<file path="src/rtl/core/mhpq_pkg.sv">
`timescale 1ns / 1ps

package mhpq_pkg;

    localparam int CAPACITY = 64;
    localparam int KEY_W    = 32;
    localparam int ADDR_W   = $clog2(CAPACITY);
    localparam int CNT_W    = $clog2(CAPACITY + 1);
    // child index 2*pos+2 needs one bit more than the count
    localparam int IDX_W    = CNT_W + 1;

    typedef logic signed [KEY_W-1:0] key_t;
    typedef logic [ADDR_W-1:0]       addr_t;
    typedef logic [CNT_W-1:0]        cnt_t;
    typedef logic [IDX_W-1:0]        idx_t;

    localparam logic CMD_PUSH = 1'b0;
    localparam logic CMD_POP  = 1'b1;

    localparam logic [1:0] STATUS_OK        = 2'd0;
    localparam logic [1:0] STATUS_POP_EMPTY = 2'd1;
    localparam logic [1:0] STATUS_PUSH_FULL = 2'd2;

    localparam key_t EMPTY_KEY = -32'sd1;

    // decision of the shared compare unit
    typedef struct packed {
        logic take_l;
        logic take_r;
    } cmp_res_t;

endpackage

</file>
<file path="src/rtl/core/min_heap_priority_queue_unit.sv">
`timescale 1ns / 1ps

// Binary min-heap of signed 32-bit keys, up to CAPACITY entries.
// Input channel s_*: s_cmd selects push of s_key_in or pop of the minimum.
// Result channel m_*: one word per input word, giving the heap after the
// operation: minimum key (-1 when empty), empty flag, entry count, status
// (ok, pop on empty ignored, push on full ignored).
// One input word is processed at a time; s_ready is high only while the
// sequencer is idle. Each heap level takes a registered read of the key RAM
// (parent, or both children) and then one compare/write step through the
// shared compare unit; ignored operations skip the sift.
// A finished result sits in the output register; the next word is accepted
// while it waits. If the receiver stalls, the following result holds in the
// sequencer until the output register frees, so no word is lost.
// aresetn (synchronous, active low) empties the heap; the key RAM is not
// cleared since only entries below the count are ever used.
module min_heap_priority_queue_unit
    import mhpq_pkg::*;
(
    input  logic             aclk,
    input  logic             aresetn,
    input  logic             s_valid,
    output logic             s_ready,
    input  logic             s_cmd,
    input  key_t             s_key_in,
    output logic             m_valid,
    input  logic             m_ready,
    output key_t             m_min_key,
    output logic             m_is_empty,
    output logic [CNT_W-1:0] m_entry_count,
    output logic [1:0]       m_status
);

    localparam logic [2:0] ST_IDLE    = 3'd0;
    localparam logic [2:0] ST_UP_RD   = 3'd1;
    localparam logic [2:0] ST_UP_CMP  = 3'd2;
    localparam logic [2:0] ST_DN_LOAD = 3'd3;
    localparam logic [2:0] ST_DN_RD   = 3'd4;
    localparam logic [2:0] ST_DN_CMP  = 3'd5;
    localparam logic [2:0] ST_FIN     = 3'd6;

    logic [2:0] state_reg, state_next;
    addr_t      pos_reg, pos_next;
    cnt_t       count_reg, count_next;
    key_t       cur_key_reg, cur_key_next;
    logic [1:0] status_reg, status_next;
    key_t       root_reg;

    logic       m_valid_reg;
    key_t       m_min_key_reg;
    logic       m_is_empty_reg;
    cnt_t       m_entry_count_reg;
    logic [1:0] m_status_reg;

    logic     wr_en;
    addr_t    wr_addr;
    key_t     wr_data;
    addr_t    rd_addr_a, rd_addr_b;
    key_t     rd_data_a, rd_data_b;
    cmp_res_t cmp_res;
    logic     cmp_up;
    key_t     cmp_cur_key, cmp_l_key;

    addr_t parent;
    idx_t  left_idx, right_idx, n_idx;
    logic  left_in, right_in;
    logic  accept, out_free, full;

    assign accept   = s_valid && s_ready;
    assign out_free = !m_valid_reg || m_ready;
    assign full     = (count_reg == CNT_W'(CAPACITY));
    assign s_ready  = (state_reg == ST_IDLE);

    assign parent    = (pos_reg - addr_t'(1)) >> 1;
    assign left_idx  = IDX_W'({pos_reg, 1'b1});
    assign right_idx = left_idx + idx_t'(1);
    assign n_idx     = IDX_W'(count_reg);
    assign left_in   = (left_idx < n_idx);
    assign right_in  = (right_idx < n_idx);

    // sifting up asks whether the moving key is below its parent
    assign cmp_up      = (state_reg == ST_UP_CMP);
    assign cmp_cur_key = cmp_up ? rd_data_a : cur_key_reg;
    assign cmp_l_key   = cmp_up ? cur_key_reg : rd_data_a;

    mhpq_ram #(
        .WIDTH(KEY_W),
        .DEPTH(CAPACITY)
    ) u_ram (
        .aclk     (aclk),
        .wr_en    (wr_en),
        .wr_addr  (wr_addr),
        .wr_data  (wr_data),
        .rd_addr_a(rd_addr_a),
        .rd_data_a(rd_data_a),
        .rd_addr_b(rd_addr_b),
        .rd_data_b(rd_data_b)
    );

    mhpq_cmp u_cmp (
        .cur_key(cmp_cur_key),
        .l_key  (cmp_l_key),
        .l_ok   (1'b1),
        .r_key  (rd_data_b),
        .r_ok   ((state_reg == ST_DN_CMP) && right_in),
        .res    (cmp_res)
    );

    always_comb begin
        state_next   = state_reg;
        pos_next     = pos_reg;
        count_next   = count_reg;
        cur_key_next = cur_key_reg;
        status_next  = status_reg;
        wr_en        = 1'b0;
        wr_addr      = pos_reg;
        wr_data      = cur_key_reg;
        rd_addr_a    = left_idx[ADDR_W-1:0];
        rd_addr_b    = right_idx[ADDR_W-1:0];

        unique case (state_reg)
            ST_IDLE: begin
                // last entry of the heap, read ahead for a pop
                rd_addr_a = addr_t'(count_reg - cnt_t'(1));
                if (accept) begin
                    status_next = STATUS_OK;
                    if (s_cmd == CMD_PUSH) begin
                        if (full) begin
                            status_next = STATUS_PUSH_FULL;
                            state_next  = ST_FIN;
                        end else begin
                            cur_key_next = s_key_in;
                            pos_next     = addr_t'(count_reg);
                            count_next   = count_reg + cnt_t'(1);
                            state_next   = ST_UP_RD;
                        end
                    end else begin
                        if (count_reg == '0) begin
                            status_next = STATUS_POP_EMPTY;
                            state_next  = ST_FIN;
                        end else begin
                            count_next = count_reg - cnt_t'(1);
                            state_next = (count_reg == cnt_t'(1)) ? ST_FIN : ST_DN_LOAD;
                        end
                    end
                end
            end
            ST_UP_RD: begin
                rd_addr_a = parent;
                if (pos_reg == '0) begin
                    wr_en      = 1'b1;
                    state_next = ST_FIN;
                end else begin
                    state_next = ST_UP_CMP;
                end
            end
            ST_UP_CMP: begin
                wr_en = 1'b1;
                if (cmp_res.take_l) begin
                    // parent moves down into the hole
                    wr_data    = rd_data_a;
                    pos_next   = parent;
                    state_next = ST_UP_RD;
                end else begin
                    state_next = ST_FIN;
                end
            end
            ST_DN_LOAD: begin
                cur_key_next = rd_data_a;
                pos_next     = '0;
                state_next   = ST_DN_RD;
            end
            ST_DN_RD: begin
                if (left_in) begin
                    state_next = ST_DN_CMP;
                end else begin
                    wr_en      = 1'b1;
                    state_next = ST_FIN;
                end
            end
            ST_DN_CMP: begin
                wr_en = 1'b1;
                priority if (cmp_res.take_r) begin
                    wr_data    = rd_data_b;
                    pos_next   = right_idx[ADDR_W-1:0];
                    state_next = ST_DN_RD;
                end else if (cmp_res.take_l) begin
                    wr_data    = rd_data_a;
                    pos_next   = left_idx[ADDR_W-1:0];
                    state_next = ST_DN_RD;
                end else begin
                    state_next = ST_FIN;
                end
            end
            ST_FIN: begin
                if (out_free) begin
                    state_next = ST_IDLE;
                end
            end
            default: begin
                state_next = ST_IDLE;
            end
        endcase
    end

    always_ff @(posedge aclk) begin
        if (!aresetn) begin
            state_reg   <= ST_IDLE;
            count_reg   <= '0;
            m_valid_reg <= 1'b0;
        end else begin
            state_reg <= state_next;
            count_reg <= count_next;
            if ((state_reg == ST_FIN) && out_free) begin
                m_valid_reg <= 1'b1;
            end else if (m_ready) begin
                m_valid_reg <= 1'b0;
            end
        end
    end

    always_ff @(posedge aclk) begin
        pos_reg     <= pos_next;
        cur_key_reg <= cur_key_next;
        status_reg  <= status_next;
        // shadow of entry 0 for the minimum
        if (wr_en && (wr_addr == '0)) begin
            root_reg <= wr_data;
        end
        if ((state_reg == ST_FIN) && out_free) begin
            m_min_key_reg     <= (count_reg == '0) ? EMPTY_KEY : root_reg;
            m_is_empty_reg    <= (count_reg == '0);
            m_entry_count_reg <= count_reg;
            m_status_reg      <= status_reg;
        end
    end

    assign m_valid       = m_valid_reg;
    assign m_min_key     = m_min_key_reg;
    assign m_is_empty    = m_is_empty_reg;
    assign m_entry_count = m_entry_count_reg;
    assign m_status      = m_status_reg;

    assert property (@(posedge aclk) disable iff (!aresetn)
        count_reg <= CNT_W'(CAPACITY))
        else $error("entry count above capacity");

    assert property (@(posedge aclk) disable iff (!aresetn)
        accept && (s_cmd == CMD_PUSH) && !full |=> count_reg == $past(count_reg) + cnt_t'(1))
        else $error("push did not grow the heap");

    assert property (@(posedge aclk) disable iff (!aresetn)
        accept && (s_cmd == CMD_POP) && (count_reg != '0)
        |=> count_reg == $past(count_reg) - cnt_t'(1))
        else $error("pop did not shrink the heap");

    assert property (@(posedge aclk) disable iff (!aresetn)
        wr_en |-> (state_reg != ST_IDLE) && (state_reg != ST_FIN))
        else $error("key RAM written outside a sift");

    assert property (@(posedge aclk) disable iff (!aresetn)
        m_valid_reg && (m_status_reg != STATUS_OK) |-> $stable(count_reg) || !s_ready)
        else $error("ignored operation changed the count");

endmodule

</file>
<file path="src/rtl/core/mhpq_ram.sv">
`timescale 1ns / 1ps

module mhpq_ram #(
    parameter int WIDTH = 32,
    parameter int DEPTH = 64
) (
    input  logic                     aclk,
    input  logic                     wr_en,
    input  logic [$clog2(DEPTH)-1:0] wr_addr,
    input  logic [WIDTH-1:0]         wr_data,
    input  logic [$clog2(DEPTH)-1:0] rd_addr_a,
    output logic [WIDTH-1:0]         rd_data_a,
    input  logic [$clog2(DEPTH)-1:0] rd_addr_b,
    output logic [WIDTH-1:0]         rd_data_b
);

    logic [WIDTH-1:0] mem [DEPTH];

    always_ff @(posedge aclk) begin
        if (wr_en) begin
            mem[wr_addr] <= wr_data;
        end
        rd_data_a <= mem[rd_addr_a];
        rd_data_b <= mem[rd_addr_b];
    end

endmodule

</file>
<file path="src/rtl/core/mhpq_cmp.sv">
`timescale 1ns / 1ps

module mhpq_cmp
    import mhpq_pkg::*;
(
    input  key_t     cur_key,
    input  key_t     l_key,
    input  logic     l_ok,
    input  key_t     r_key,
    input  logic     r_ok,
    output cmp_res_t res
);

    key_t best_key;

    // strict compares: ties keep the current key, then the left child
    always_comb begin
        res.take_l = l_ok && (l_key < cur_key);
        best_key   = res.take_l ? l_key : cur_key;
        res.take_r = r_ok && (r_key < best_key);
    end

endmodule
</file>
<file path="config.mk">
export PLATFORM = sky130hd
export DESIGN_NAME = min_heap_priority_queue_unit
export DESIGN_NICKNAME = d
export VERILOG_FILES = /design/src/rtl/core/mhpq_pkg.sv /design/src/rtl/core/min_heap_priority_queue_unit.sv /design/src/rtl/core/mhpq_ram.sv /design/src/rtl/core/mhpq_cmp.sv
export SDC_FILE = /design/constraint.sdc
export NUM_CORES = 2
export LEC_CHECK = 0
export CAP_MARGIN = 20
export CORE_ASPECT_RATIO = 0.7
export CORE_MARGIN = 2
export CORE_UTILIZATION = 60
export CTS_CLUSTER_SIZE = 10
export DETAILED_ROUTE_END_ITERATION = 6
export DONT_BUFFER_PORTS = 1
export PLACE_DENSITY = 0.73
export SLEW_MARGIN = 0
export SYNTH_ARGS = -nofsm -noshare
export SYNTH_HDL_FRONTEND = slang
export SYNTH_SLANG_ARGS = --single-unit
export TNS_END_PERCENT = 1
</file>
<file path="constraint.sdc">
create_clock -name aclk -period 12.72 [get_ports aclk]
set_clock_uncertainty 0.2 [all_clocks]
set_input_delay 3.18 -clock aclk [delete_from_list [all_inputs] [get_ports aclk]]
set_output_delay 3.18 -clock aclk [all_outputs]
set_load 0.005 [all_outputs]
</file>
Yosys cells after proc, flatten, opt, wreduce, memory -nomap -nowiden

Memory sizes are Yosys's and may differ from the RTL's. A register that Yosys moved wholly into a read port is not among the register bits.
Cells that the tools add are included.

Output and inout bits: 44
Memory bits (writable): 2,048
Logic and storage cells: 98
Bits in registers: 125
Input bits: 37
Memories kept: 1

Memory list:

| name      | depth | width | rd ports | clocked after memory_dff | wr ports | RTL line       | text |
|---|---|---|---|---|---|---|---|
| u_ram.mem | 64    | 32    | 2        | 2                        | 1        | mhpq_ram.sv:17 | `logic [WIDTH-1:0] mem [DEPTH];` |

$add $sub $neg: 4
Reductions and logical operators: 19
$lt $le $gt $ge: 4
Mux-type cells: 43
Equality and inequality tests: 16

Operator list:

| cell                | number |
|---|---|
| $mux 32             | 8 |
| $pmux 32 s2         | 2 |
| $lt 32x32->1        | 2 |
| $mux 6              | 6 |
| $mux 3              | 8 |
| $pmux 6 s4          | 1 |
| $mux 7              | 3 |
| $pmux 3 s7          | 1 |
| $ne 2x2->1 const B  | 6 |
| $pmux 6 s2          | 1 |
| $mux 2              | 5 |
| $eq 3x3->1 const B  | 3 |
| $add 7x1->8 const B | 1 |
| $lt 8x7->1          | 1 |
| $reduce_and 4->1    | 2 |
| $add 7x1->7 const B | 1 |
| $eq 7x1->1 const B  | 1 |
| $eq 7x7->1 const B  | 1 |
| $logic_not 7->1     | 1 |
| $lt 7x7->1          | 1 |
| $mux 1              | 7 |
| $sub 7x1->7 const B | 1 |
| $eq 3x2->1 const B  | 2 |
| $logic_not 6->1     | 1 |
| 14 further kinds    | 20 |

Depth between registers and ports, before layout

Depth after elaboration: 8
Mapped depth: 28

By module

Synthesis repeated with hierarchy kept, for this count alone.

Cells, all modules: 5,233
Area total of the unflattened synthesis: 104,702.9 sq um

By module, submodules not included:

| module                       | sequential area each (sq um) | area each (sq um) | times used | cells an instance |
|---|---|---|---|---|
| mhpq_ram                     | 62,780.2                     | 95,660.5          | 1          | 4,412 |
| min_heap_priority_queue_unit | 3,643.5                      | 7,170.6           | 1          | 594 |
| mhpq_cmp                     | 0.0                          | 1,871.8           | 1          | 227 |

Worst setup path before layout

Ideal clock, no wire load.

Path kind: register to register
From: reg cur_key_reg[30]
To: reg root_reg[25] (data pin)
Setup time: 0.729 ns
Clock period less this slack: 9.242 ns
Path slack: 3.478 ns
Required time: 11.791 ns
Data arrival time: 8.312 ns
Stages on the path, launching flop included: 24
Cells stage by stage: edfxtp_1 > buf_6 > xor2_1 > nor4_2 > or4b_1 > nand3b_1 > or2_1 > o2111ai_2 > nor2_2 > o211ai_1 > o21a_1 > xnor2_1 > buf_2 > mux2i_1 > ha_1 > a2111oi_0 > nand2_1 > or4_1 > o221a_1 > a21boi_1 > nor3_4 > buf_4 > and3_1 > a211oi_1

Word-level cells in the longest chain between the ends: 7
Elaborated cells on any way between the ends: 9

RTL lines:

| what                       | RTL line                                                               | text |
|---|---|---|
| start, declared            | min_heap_priority_queue_unit.sv:45                                     | `key_t cur_key_reg, cur_key_next;` |
| start signal, assigned     | min_heap_priority_queue_unit.sv:224                                    | `cur_key_reg <= cur_key_next;` |
| $mux 32 (on tied branches) | min_heap_priority_queue_unit.sv:84, min_heap_priority_queue_unit.sv:83 |  |
| $lt 32x32->1               | mhpq_cmp.sv:18                                                         | `res.take_l = l_ok && (l_key < cur_key);` |
| $mux 32                    | mhpq_cmp.sv:19                                                         | `best_key = res.take_l ? l_key : cur_key;` |
| $lt 32x32->1               | mhpq_cmp.sv:20                                                         | `res.take_r = r_ok && (r_key < best_key);` |
| $logic_and 1x1->1          | mhpq_cmp.sv:20                                                         |  |
| $mux 32                    | min_heap_priority_queue_unit.sv:183                                    | `priority if (cmp_res.take_r) begin` |
| $pmux 32 s2 *              | min_heap_priority_queue_unit.sv:121                                    | `unique case (state_reg)` |
| net u_ram.wr_data[25]      | mhpq_ram.sv:10                                                         | `input logic [WIDTH-1:0] wr_data,` |
| end signal, assigned       | min_heap_priority_queue_unit.sv:228                                    | `root_reg <= wr_data;` |
| end, declared              | min_heap_priority_queue_unit.sv:47                                     | `key_t root_reg;` |

The timed path passes the listed nets; every way through them passes the cells marked *.
A chain may end at the register's enable or synchronous reset.

Worst setup path in the final report

From: reg state_reg[0]
To: mem u_ram.mem[12][14] (data pin)

Word-level cells in the longest chain between the ends: 8
Elaborated cells on any way between the ends: 12

RTL lines:

| what                       | RTL line                                                                | text |
|---|---|---|
| start, declared            | min_heap_priority_queue_unit.sv:42                                      | `logic [2:0] state_reg, state_next;` |
| start signal, assigned     | min_heap_priority_queue_unit.sv:212                                     | `state_reg <= state_next;` |
| $eq 3x2->1                 | min_heap_priority_queue_unit.sv:82, min_heap_priority_queue_unit.sv:121 |  |
| $mux 32 (on tied branches) | min_heap_priority_queue_unit.sv:84, min_heap_priority_queue_unit.sv:83  |  |
| $lt 32x32->1               | mhpq_cmp.sv:18                                                          |  |
| $mux 32                    | mhpq_cmp.sv:19                                                          |  |
| $lt 32x32->1               | mhpq_cmp.sv:20                                                          |  |
| $logic_and 1x1->1          | mhpq_cmp.sv:20                                                          |  |
| $mux 32                    | min_heap_priority_queue_unit.sv:183                                     |  |
| $pmux 32 s2 *              | min_heap_priority_queue_unit.sv:121                                     |  |
| net u_ram.wr_data[14]      | mhpq_ram.sv:10                                                          |  |
| end, declared              | mhpq_ram.sv:17                                                          |  |

Marked as above.

==> results.md <==
- Area Growth Syn to Fin: 10.49%
- Largest net degree at the start of global routing: 185
- H-tree Lvls: 5
- Failing checks: DRC
- Max reg flops: 2048
- EDFF count, synth: 2162
- Post-Syn Nets: 7974
- Cell area after synthesis: 0.1012 mm2
- Die width: ~490 um
- Setup Crit Path Kind: reg2reg
- First-pass GRT wire length: 476100 um
- Sequential area share after synthesis: around two thirds
- Clock Latency Late Sink: 0.95 ns
- Post-synth top cells: nand2_1, edfxtp_1, clkbuf_1
- Final setup margin: ~3.4 ns
- #FFs+latches synth: 2237
- Reg with most FFs: u_ram.mem
- Cells after synthesis: a little under 8000
- Worst Setup End Kind: flop
- Post-DP HPWL: about 180000 um
- Top_reg_cell synth: edfxtp_1
- RSZ-0062 raised after global routing: no
- CP most frequent cell: buf_4
- Post-Layout Cell Count: 10049
- TritonCTS clock tree: built
- HP Class: reg2reg
- Final period util: about 73%
- Setup TNS: 0 ns
- Die Height: roughly 350 um
- Slew headroom: 16.27%
- Crit Path Max Fanout: 33
- Synth top area share: between 60% and 70%
- Routed Antenna Nets: 0
- WL per Instance: 33.62 um
- Critical-path top delay cell: dfxtp_1
- Status: finished with violations
- Initial Util: between 60% and 70%
- First-pass DRT Iterations: 7
- CTS buffer count: 275
- Postcts setup bufs: 0
- Data arrival, critical path: just under 10 ns
- Hold Slack: 0.2647 ns
- Fin. max-slew vios: 0
- Core area: 0.1681 mm2
- Gr usage total: 38.85%
- CTS clk-pin slew, worst paths: 0.05 ns
- Largest area contributor in the netlist: edfxtp_1
- Die ar.: approximately 0.17 mm2
- Synth warn: 0
- Worst-Margin Slew: ~1.2 ns
- CP Launch Type: flop
- # fillers: 11579
- CTS sink count: ~2200
- Synth area leaders: edfxtp_1, nand2_1, mux4_2
- Max Cap Viol: 0
- Share of layout cells above drive strength 1: about an eighth
- Crit path required time: 13.24 ns
- Initial antenna violation count: 32
- Row count: 126
- Post-cts sizing count: 0
- Clk root buf: clkbuf_16
- Period minus WS final: 9.271 ns
- 1st-iter DRT viols: around 13000
- Worst path max stage delay: 0.86 ns
- DRC: 1
- CTS Hold Buffers Added: 0
- Routed WL: ~340000 um
- I/O pins: 81
- Final setup fails: 0
- Dpl cells: roughly 9700
- Vias per cell: 7.163
- Gr ovfl total: 0
- Count leader, synth: nand2_1
- Gpl congestion: 0.9857
- Vias in the first global route: 65651
- Port Buffers: 0
- Post-synthesis area per instance: 12.83 um2
- Cell variety after synth: 84
- FFs w/ async S/R, synth: 0%
- Fin nets: 7787
- Hold Fails Final Rpt: 0
- Pre-CTS WS: 3.470 ns
- Max Root-Sink Buffers: 4
- Fmax: 0.1079 GHz
- Vias post-DR: 71977
[worst max-delay path, delay by kind of cell, from the launching register on]
kind,cells,cell delay (ns)
AO/OA/AOI/OAI,9,2.51
XOR/XNOR,1,0.17
adder cells (fa/ha/maj),1,0.33
buffers and inverters,7,2.71
flip-flops,1,0.86
multiplexers,1,0.18
AND/OR/NAND/NOR,7,1.97
[layout make-up]
type	instances	area (um2)	share of cell area, %
Clock inverter	13	133.9	0.1198
Multi-Input combinational cell	4945	33000	29.52
Tap cell	2240	2803	2.507
Sequential cell	2237	66420	59.42
Clock buffer	330	7182	6.424
Inverter	45	168.9	0.1511
Timing Repair Buffer	198	1979	1.771
Antenna cell	41	102.6	0.09177
[stage by stage]
step / util, % / area, um2
finish: 66.52 / 111800
global route: 66.47 / 111700
CTS: 66.34 / 111500
global placement: 61.84 / 103900
detailed placement: 61.99 / 104200
floorplan: - / 101200
[metal layers]
| layer | routed length, um | vias up | global-route usage, % |
|---|---|---|---|
| met1 | 124100 | 35177 | 56.47 |
| li1 | - | 29451 | - |
| met4 | 16150 | 30 | 16.59 |
| met5 | 321 | - | 0 |
| met3 | 57570 | 946 | 14.44 |
| met2 | 139700 | 6373 | 52.61 |
[cell families after synthesis]
family	after synthesis	share of synthesized area (%)
mux	463	8.561
xor+xnor	30	0.2597
compound gates	1019	7.756
flops	2237	65.65
fa+ha+maj	73	0.8409
buf+inv	707	2.697
simple gates	3360	14.24
[placed cells by master, fill, tap and decap left out, types with 49 or more instances in the layout]
master and instances:
nand2_1 2238, edfxtp_1 2162, nand3_1 536, a311oi_1 384, mux4_2 320, clkbuf_16 279, and3_1 268, a31oi_1 165
buf_4 157, a21oi_1 124, mux2i_1 124, dfxtp_1 75, a211oi_1 74, nor2_1 65, nor2_4 65, clkbuf_1 49
[final timing paths]
path              cells past startpoint  slack, ns           from           endpoint
setup / recovery                     26       3.45   state_reg[0]  u_ram.mem[12][14]
hold / removal                        0       0.26  status_reg[1]        m_status[1]
hold reg to reg                       0       0.26  status_reg[1]        m_status[1]
setup reg to reg                     26       3.45   state_reg[0]  u_ram.mem[12][14]
Power is left out: the tool's default activity adds up to more than one toggle a clock period on the data nets, which glitch-free logic cannot reach.
